<file path="src/rtl/fcdiv_pkg.sv">
`timescale 1ns / 1ps
// ----------------------------------------------------------------------------
// fcdiv_pkg
// Shared constants and types for the fractional clock divider setup block.
// ----------------------------------------------------------------------------
package fcdiv_pkg;

  localparam int FREQ_WIDTH_DEF = 32;   // operand width used by the divider
  localparam int FIELD_W        = 32;   // width of freq_hz, max_freq and each word
  localparam int QUOT_BITS      = 7;    // whole quotient bits, 1 .. 127
  localparam int FRAC_BITS      = 3;    // eighths of the fraction
  localparam int CNT_W          = 2;
  localparam int STAT_W         = 2;

  localparam int IN_TDATA_W  = 32;
  localparam int OUT_FIELDS_W = 3 * FIELD_W + CNT_W + STAT_W;
  localparam int OUT_TDATA_W = ((OUT_FIELDS_W + 7) / 8) * 8;

  // register addresses of the divider programming words
  localparam logic [7:0] ADDR_HL = 8'h08;
  localparam logic [7:0] ADDR_FR = 8'h09;
  localparam logic [7:0] ADDR_PM = 8'h07;

  localparam logic [CNT_W-1:0] CNT_NONE = 2'd0;
  localparam logic [CNT_W-1:0] CNT_INT  = 2'd2;
  localparam logic [CNT_W-1:0] CNT_FRAC = 2'd3;

  typedef enum logic [STAT_W-1:0] {
    ST_OK    = 2'd0,
    ST_ZERO  = 2'd1,
    ST_ABOVE = 2'd2,
    ST_RANGE = 2'd3
  } fcdiv_status_t;

  // pack one programming word: address, 16-bit register, count byte
  function automatic logic [FIELD_W-1:0] make_word(input logic [7:0] addr,
                                                   input logic [15:0] regv,
                                                   input logic [CNT_W-1:0] cnt);
    make_word = {addr, regv, 6'd0, cnt};
  endfunction

endpackage

</file>
<file path="src/rtl/fractional_clock_divider_setup_top.sv">
`timescale 1ns / 1ps
// ----------------------------------------------------------------------------
// fractional_clock_divider_setup_top
// Divides the reference frequency by a requested frequency and builds the
// divider programming words for registers 08h, 09h and 07h, a word count and a status.
// ----------------------------------------------------------------------------
// One request is taken per clock while the pipeline is not stalled. Each
// word runs through an input register, ten compare-and-subtract stages of a
// restoring long division (seven whole quotient bits, then three eighths
// bits) and an output register on its way to m_tvalid. The stages hold
// their words on a stall and empty stages fill while the output waits.
// max_freq is written through cfg_wr_en / cfg_wr_data and resets to 1; the
// user must write it only while idle, the block itself does not enforce it.
module fractional_clock_divider_setup_top #(
  parameter int FREQ_WIDTH = fcdiv_pkg::FREQ_WIDTH_DEF
) (
  input  logic                                clk,
  input  logic                                rst,
  input  logic                                cfg_wr_en,
  input  logic [fcdiv_pkg::FIELD_W-1:0]       cfg_wr_data,  // max_freq
  input  logic                                s_tvalid,
  output logic                                s_tready,
  input  logic [fcdiv_pkg::IN_TDATA_W-1:0]    s_tdata,      // [31:0] freq_hz
  output logic                                m_tvalid,
  input  logic                                m_tready,
  // [31:0] word_08, [63:32] word_09, [95:64] word_07, [97:96] word_count,
  // [99:98] status, [103:100] zero
  output logic [fcdiv_pkg::OUT_TDATA_W-1:0]   m_tdata
);
  import fcdiv_pkg::*;

  localparam int W      = (FREQ_WIDTH < FIELD_W) ? FREQ_WIDTH : FIELD_W;
  localparam int QB     = QUOT_BITS;
  localparam int QF_W   = QUOT_BITS + FRAC_BITS;
  localparam int STEPS  = QF_W;

  logic [FIELD_W-1:0] max_freq;

  always_ff @(posedge clk) begin
    if (rst) begin
      max_freq <= FIELD_W'(1);
    end else if (cfg_wr_en) begin
      max_freq <= cfg_wr_data;
    end
  end

  // stage 0 is the input register, stages 1 .. STEPS are division steps
  logic            v    [STEPS+1];
  logic            ld   [STEPS+1];
  logic [W-1:0]    f_s  [STEPS+1];
  logic [W-1:0]    r_s  [STEPS+1];
  logic [QF_W-1:0] qf_s [STEPS+1];
  logic            nz_s [STEPS+1];
  fcdiv_status_t   st_s [STEPS+1];

  logic                   ov;
  logic [OUT_TDATA_W-1:0] o_data;
  logic [OUT_TDATA_W-1:0] o_data_next;
  logic                   ld_out;

  assign ld_out = !ov || m_tready;

  genvar j;
  generate
    for (j = 0; j <= STEPS; j++) begin : g_ld
      if (j == STEPS) begin : g_last
        assign ld[j] = !v[j] || ld_out;
      end else begin : g_mid
        assign ld[j] = !v[j] || ld[j+1];
      end
    end
  endgenerate

  assign s_tready = ld[0];

  // input stage: take operands, classify the request
  logic [W-1:0]  f_in;
  logic [W-1:0]  m_in;
  fcdiv_status_t st_in;

  assign f_in = s_tdata[W-1:0];
  assign m_in = max_freq[W-1:0];

  always_comb begin
    if (f_in == '0) begin
      st_in = ST_ZERO;
    end else if (f_in > m_in) begin
      st_in = ST_ABOVE;
    end else if ((m_in >> QB) >= f_in) begin
      st_in = ST_RANGE;   // quotient above 127
    end else begin
      st_in = ST_OK;
    end
  end

  always_ff @(posedge clk) begin
    if (rst) begin
      v[0] <= 1'b0;
    end else if (ld[0]) begin
      v[0] <= s_tvalid;
    end
  end

  always_ff @(posedge clk) begin
    if (ld[0]) begin
      f_s[0]  <= f_in;
      r_s[0]  <= m_in;
      qf_s[0] <= '0;
      nz_s[0] <= 1'b0;
      st_s[0] <= st_in;
    end
  end

  // division steps: whole quotient bits first, then eighths
  generate
    for (j = 1; j <= STEPS; j++) begin : g_step
      logic         ge;
      logic [W-1:0] r_new;
      logic         nz_new;

      if (j <= QB) begin : g_int
        localparam int K = QB - j;
        logic [W+QB-1:0] sh;
        logic [W+QB-1:0] rw;
        logic [W+QB-1:0] diff;
        assign sh    = (W+QB)'(f_s[j-1]) << K;
        assign rw    = (W+QB)'(r_s[j-1]);
        assign ge    = rw >= sh;
        assign diff  = rw - sh;
        assign r_new = ge ? diff[W-1:0] : r_s[j-1];
      end else begin : g_frac
        logic [W:0] r2;
        logic [W:0] diff;
        assign r2    = {r_s[j-1], 1'b0};
        assign ge    = r2 >= {1'b0, f_s[j-1]};
        assign diff  = r2 - {1'b0, f_s[j-1]};
        assign r_new = ge ? diff[W-1:0] : r2[W-1:0];
      end

      if (j == QB) begin : g_nz
        assign nz_new = r_new != '0;   // remainder of the whole divide
      end else begin : g_nzp
        assign nz_new = nz_s[j-1];
      end

      always_ff @(posedge clk) begin
        if (rst) begin
          v[j] <= 1'b0;
        end else if (ld[j]) begin
          v[j] <= v[j-1];
        end
      end

      always_ff @(posedge clk) begin
        if (ld[j]) begin
          f_s[j]  <= f_s[j-1];
          r_s[j]  <= r_new;
          qf_s[j] <= {qf_s[j-1][QF_W-2:0], ge};
          nz_s[j] <= nz_new;
          st_s[j] <= st_s[j-1];
        end
      end
    end
  endgenerate

  // word assembly
  always_comb begin
    logic [QB-1:0]        q;
    logic [FRAC_BITS-1:0] frac;
    logic                 edge_b;
    logic [5:0]           hi;
    logic [5:0]           lo;
    logic [3:0]           ef;
    logic                 wfall;
    logic                 wrise;
    logic [2:0]           pmfall;
    logic                 rz;
    logic [15:0]          r08;
    logic [15:0]          r09;
    logic [15:0]          r07;
    logic [CNT_W-1:0]     cnt;
    fcdiv_status_t        st;

    q      = qf_s[STEPS][QF_W-1:FRAC_BITS];
    frac   = qf_s[STEPS][FRAC_BITS-1:0];
    rz     = r_s[STEPS] == '0;
    edge_b = q[0];
    ef     = {edge_b, frac};
    pmfall = {edge_b, frac[2:1]};
    hi     = q[QB-1:1];
    lo     = q[QB-1:1];
    wfall  = 1'b0;
    wrise  = 1'b0;
    r08    = '0;
    r09    = '0;
    r07    = '0;
    cnt    = CNT_NONE;
    st     = st_s[STEPS];

    if (st == ST_OK && nz_s[STEPS] && q < QB'(2)) begin
      st = ST_RANGE;   // fractional divide below two
    end

    if (st == ST_OK) begin
      if (!nz_s[STEPS]) begin
        // low count of 64 wraps to 0 in its field
        lo  = 6'(7'(q[QB-1:1]) + 7'(edge_b));
        r08 = {4'b0001, hi, lo};
        r09 = {8'd0, edge_b, 7'd0};
        r07 = '0;
        cnt = CNT_INT;
      end else begin
        if (ef <= 4'd8) begin
          hi = hi - 6'd1;
          lo = lo - 6'd1;
        end else if (ef == 4'd9) begin
          lo = lo - 6'd1;
        end
        wfall = (ef >= 4'd2 && ef <= 4'd9) ||
                (q == QB'(2) && frac == 3'd1 && rz);
        wrise = ef >= 4'd1 && ef <= 4'd8;
        r08 = {4'b0001, hi, lo};
        r09 = {1'b0, frac, 1'b1, wrise, 10'd0};
        r07 = {2'b00, pmfall, wfall, 10'd0};
        cnt = CNT_FRAC;
      end
    end

    o_data_next = '0;
    if (st == ST_OK) begin
      o_data_next[FIELD_W-1:0]           = make_word(ADDR_HL, r08, cnt);
      o_data_next[2*FIELD_W-1:FIELD_W]   = make_word(ADDR_FR, r09, cnt);
      o_data_next[3*FIELD_W-1:2*FIELD_W] = make_word(ADDR_PM, r07, cnt);
    end
    o_data_next[3*FIELD_W +: CNT_W]          = cnt;
    o_data_next[3*FIELD_W + CNT_W +: STAT_W] = st;
  end

  always_ff @(posedge clk) begin
    if (rst) begin
      ov <= 1'b0;
    end else if (ld_out) begin
      ov <= v[STEPS];
    end
  end

  always_ff @(posedge clk) begin
    if (ld_out) begin
      o_data <= o_data_next;
    end
  end

  assign m_tvalid = ov;
  assign m_tdata  = o_data;

  // an error result carries no words
  assert property (@(posedge clk) disable iff (rst)
    m_tvalid && m_tdata[3*FIELD_W + CNT_W +: STAT_W] != ST_OK |->
      m_tdata[3*FIELD_W + CNT_W - 1:0] == '0)
    else $error("error result with nonzero words");

  // a good result is an integer or a fractional divide
  assert property (@(posedge clk) disable iff (rst)
    m_tvalid && m_tdata[3*FIELD_W + CNT_W +: STAT_W] == ST_OK |->
      (m_tdata[3*FIELD_W +: CNT_W] == CNT_INT ||
       m_tdata[3*FIELD_W +: CNT_W] == CNT_FRAC))
    else $error("good result with bad word count");

  // input is held back only when the first stage is occupied
  assert property (@(posedge clk) disable iff (rst)
    !s_tready |-> v[0])
    else $error("input stalled with empty first stage");

  // the pipeline comes out of reset empty
  assert property (@(posedge clk)
    rst |=> !m_tvalid)
    else $error("output valid right after reset");

endmodule
</file>
<file path="config.mk">
export PLATFORM = sky130hd
export DESIGN_NAME = fractional_clock_divider_setup_top
export DESIGN_NICKNAME = d
export VERILOG_FILES = /design/src/rtl/fcdiv_pkg.sv /design/src/rtl/fractional_clock_divider_setup_top.sv
export SDC_FILE = /design/constraint.sdc
export NUM_CORES = 2
export LEC_CHECK = 0
export ABC_CLOCK_PERIOD_IN_PS = 20600
export BUFFER_PORTS_ARGS = -buffer_cell sky130_fd_sc_hd__buf_2
export CORE_ASPECT_RATIO = 1.5
export CORE_MARGIN = 3
export CORE_UTILIZATION = 40
export CTS_BUF_LIST = sky130_fd_sc_hd__clkbuf_8
export CTS_CLUSTER_DIAMETER = 200
export DETAILED_ROUTE_END_ITERATION = 12
export MAX_ROUTING_LAYER = met4
export PLACE_DENSITY_LB_ADDON = 0.15
export SYNTH_ARGS = -nofsm -noshare
export SYNTH_HDL_FRONTEND = slang
export SYNTH_SLANG_ARGS = --single-unit
</file>
<file path="constraint.sdc">
create_clock -name clk -period 20.6 [get_ports clk]
set_input_delay 0 -clock clk [delete_from_list [all_inputs] [get_ports clk]]
set_output_delay 0 -clock clk [all_outputs]
set_load 0.005 [all_outputs]
</file>
==> impl_metrics.yaml <==
setup_path:
  crit_slowest_cell: "edfxtp_1"
  critPathKind: "reg2reg"
  worstSetupEndpointType: "flop"
  crit_arrival_ns: 5.42
  path_cells: "inv_1, ha_1, fa_1, xnor2_1, a2111oi_1, clkdlybuf4s18_2, o2111ai_1, or4_1, or4_1, nor4b_1, a31oi_1, nor4_1, nand4bb_1"
  worst_r2r_path_depth: 13
  crit_fanout: 3
  critical_path_required_ns: 21.15
  cpMostUsedCell: "or4_1"
  crit_path_start_kind: "flop"
  critPathMaxStageDelay_ns: 0.55
clock_tree:
  cts_root_buffer: "clkbuf_8"
  cts_buffers: 141
  htree_levels: 4
  cts_buffer_depth: 3
  clock_latency_ns: 0.83
  clock_sinks: 824
  ctsResizeCount: 0
  cts_tree: "yes"
  clkTransAtPathRegs_ns: 0.06
min_path:
  hold_depth: 3
  hp-class: "in2reg"
sta:
  post-route-period-util: 0.237
  clock.fmax_mhz: 205
  fin_crit_ns: 4.88
  worst_slew_pin_slew_ns: 1.21
  hold_viol_final: 0
  setup_ws_ns: 15.72
  slew_violations: 0
  finClkSkew_ns: 0.0323
  rsz0062_at_grt: "false"
  relSlewSlack: 0.195
  setup-violations-final: 0
  hold-worst-slack_ns: 0.195
  setup_tns_ns: 0
detailed_routing:
  wl_per_cell_um: 17.7
  wirelength_um: 110000
  ant_nets: 0
  num_vias: 31500
  dr.first_iter.drc_count: 1227
  drc: 0
  vias_per_cell: 5.09
  drt_pass1_iterations: 5
global_route:
  gr-total-overflow: 0
  grt_pass1_vias: 33400
  grt_max_degree: 78
  grtUsageTotal: 0.187
  antenna_found_initial: 1
  grt_first_pass_wirelength_um: 173000
floorplan:
  die_x_um: 286
  start_util: 0.405
  die_area_um2: 122000
  fp.dieH_um: 427
  coreArea_um2: 117000
  row_count: 153
  ios: 175
logic_synthesis:
  ys_seq_elements: 824
  synth_enable_flop_cells: 791
  synth.avg_cell_area_um2: 11.4
  syn_inst: 4154
  synth_top_flop_cell: "edfxtp_1"
  synth_area_um2: 47200
  yosysUniqueCellTypes: 90
  synth_warnings: 0
  async_reset_ff_frac: 0
  ys_seq_area_frac: 0.518
finish:
  final_util: 0.463
  final_nets: 4972
  final_area_um2: 54000
  layout.cells.non_filler: 6198
  syn2layout_area_growth_pct: 14.5
  drive_above_1_share: 0.126
placed_design:
  placed_area_um2: 49300
  dp.cells: 5742
  gp_congestion: 0.908
  port_buffers: 109
  pre_cts_slack_ns: 15.70
  hpwl_um: 85200
power:
  power_density_nw_per_um2: 99.0
  ir_drop_mv: 0.0614
  leakagePower_nw: 24.3
  total_power_mw: 5.35
status:
  status: "complete, no violations"
run:
  cap_viol_max_count: 0
[synth_stat cells (all sizes together), types with 7 or more instances]
cell type	n	share of area
or2	20	0.0027
fa	10	0.0042
edfxtp	791	0.50
mux2i	47	0.010
ha	360	0.095
and3b	7	0.0013
a21oi	304	0.032
nand3	62	0.0066
nand3b	9	0.0014
nand4	51	0.0068
a211oi	25	0.0041
xor2	109	0.020
inv	456	0.036
a31o	7	0.0013
a31oi	36	0.0049
a211o	16	0.0030
nor2b	51	0.0069
a21o	160	0.025
and4	11	0.0020
o21bai	34	0.0054
or4	13	0.0021
nand2b	41	0.0054
o21ai	177	0.019
o41ai	9	0.0020
mux2	195	0.047
nor2	239	0.019
o31a	7	0.0013
nor4	36	0.0048
o31ai	22	0.0039
nand2	232	0.018
clkbuf	58	0.0046
o211ai	10	0.0016
a221oi	8	0.0016
and3	31	0.0041
or3	13	0.0017
dfxtp	33	0.014
nor3	65	0.0069
and2	7	0.00098
xnor2	152	0.028
buf	106	0.016
o21a	43	0.0068
nor3b	10	0.0016
a21boi	7	0.0011
[what timing repair did]
action                                 4_1_cts  5_1_grt
buffers inserted                             0        0
endpoints found under the hold margin       86        0
hold buffers                               198        0
[cell usage in the layout (no fill, tap or decap), types with 33 or more instances in the layout]
cell           netlist  routed
ha_1               360     360
nor2b_1             50      50
dlygate4sd3_1        0     198
nand4_1             51      51
nand2b_1            41      41
xor2_1             109     109
dfxtp_1             33      33
nor4_1              36      33
o21bai_1            34      34
clkbuf_8             0     143
nand3_1             62      60
o21a_1              43      43
mux2_2             195     195
a31oi_1             35      34
mux2i_1             47      47
nand2_1            232     227
inv_1              456     494
xnor2_1            152     152
nor3_1              65      65
a21o_1             160     160
o21ai_0            167     167
a21oi_1            303     302
conb_1               1      65
edfxtp_1           791     791
buf_2               16     109
nor2_1             239     237
[layout make-up]
cell class	instances	area, µm²
fillers	10700	62600
diodes	1	2.50
inverters	456	1710
clock inverters	114	769
clock buffers	143	1970
multi-input cells	2774	20500
repair buffers	336	2750
well taps	1550	1940
flip-flops and latches	824	24400
[power by group]
| group | internal [mW] | total [mW] | switching, mW |
|---|---|---|---|
| Combinational | 0.747 | 1.67 | 0.919 |
| Clock | 0.758 | 1.44 | 0.682 |
| Sequential | 2.12 | 2.24 | 0.121 |
[cells by family (layout without fill, tap and decap cells)]
logic type / count (synthesis) / count (layout) / share of synthesized area
flops: 824 / 824 / 0.518
xor+xnor: 261 / 261 / 0.0485
mux: 242 / 242 / 0.0565
other cells: 1 / 66 / 0.0000795
compound gates: 922 / 922 / 0.125
simple gates: 914 / 914 / 0.0960
fa+ha+maj: 370 / 370 / 0.0997
buf+inv: 620 / 1049 / 0.0564
[worst max-delay path, delay by kind of cell, from the launching register on]
family	cells	cell delay, ns
xor+xnor	1	0.32
simple gates	5	1.92
compound gates	3	0.72
buf+inv	2	0.42
flops	1	0.55
fa+ha+maj	2	0.68
[path summary, 6_finish.rpt]
| path | start | slack, ns | to |
|---|---|---|---|
| worst max-delay path | r_s[6][0]$_DFFE_PP_ | 15.72 | nz_s[7]$_DFFE_PP_ |
| worst min-delay path | rst | 0.19 | v[7]$_DFFE_PP_ |
| worst max register to register | r_s[6][0]$_DFFE_PP_ | 15.72 | nz_s[7]$_DFFE_PP_ |
| worst min register to register | qf_s[5][4]$_DFFE_PP_ | 0.41 | qf_s[6][5]$_DFFE_PP_ |
[per-layer routing]
layer	vias to the layer above	track usage	wire, µm
met5	-	-	0
met4	0	0.141	9260
met3	347	0.0270	2920
met2	562	0.365	61600
met1	14800	0.156	36000
li1	15800	-	-
[registers in the layout, indices dropped and copies added (netlist names)]
register,cells
f_s,320
m_in,32
qf_s,55
st_s,22
m_tdata,27
nz_s,4
m_tvalid,1
r_s,352
v,11
(Power assumes the default switching activity.)
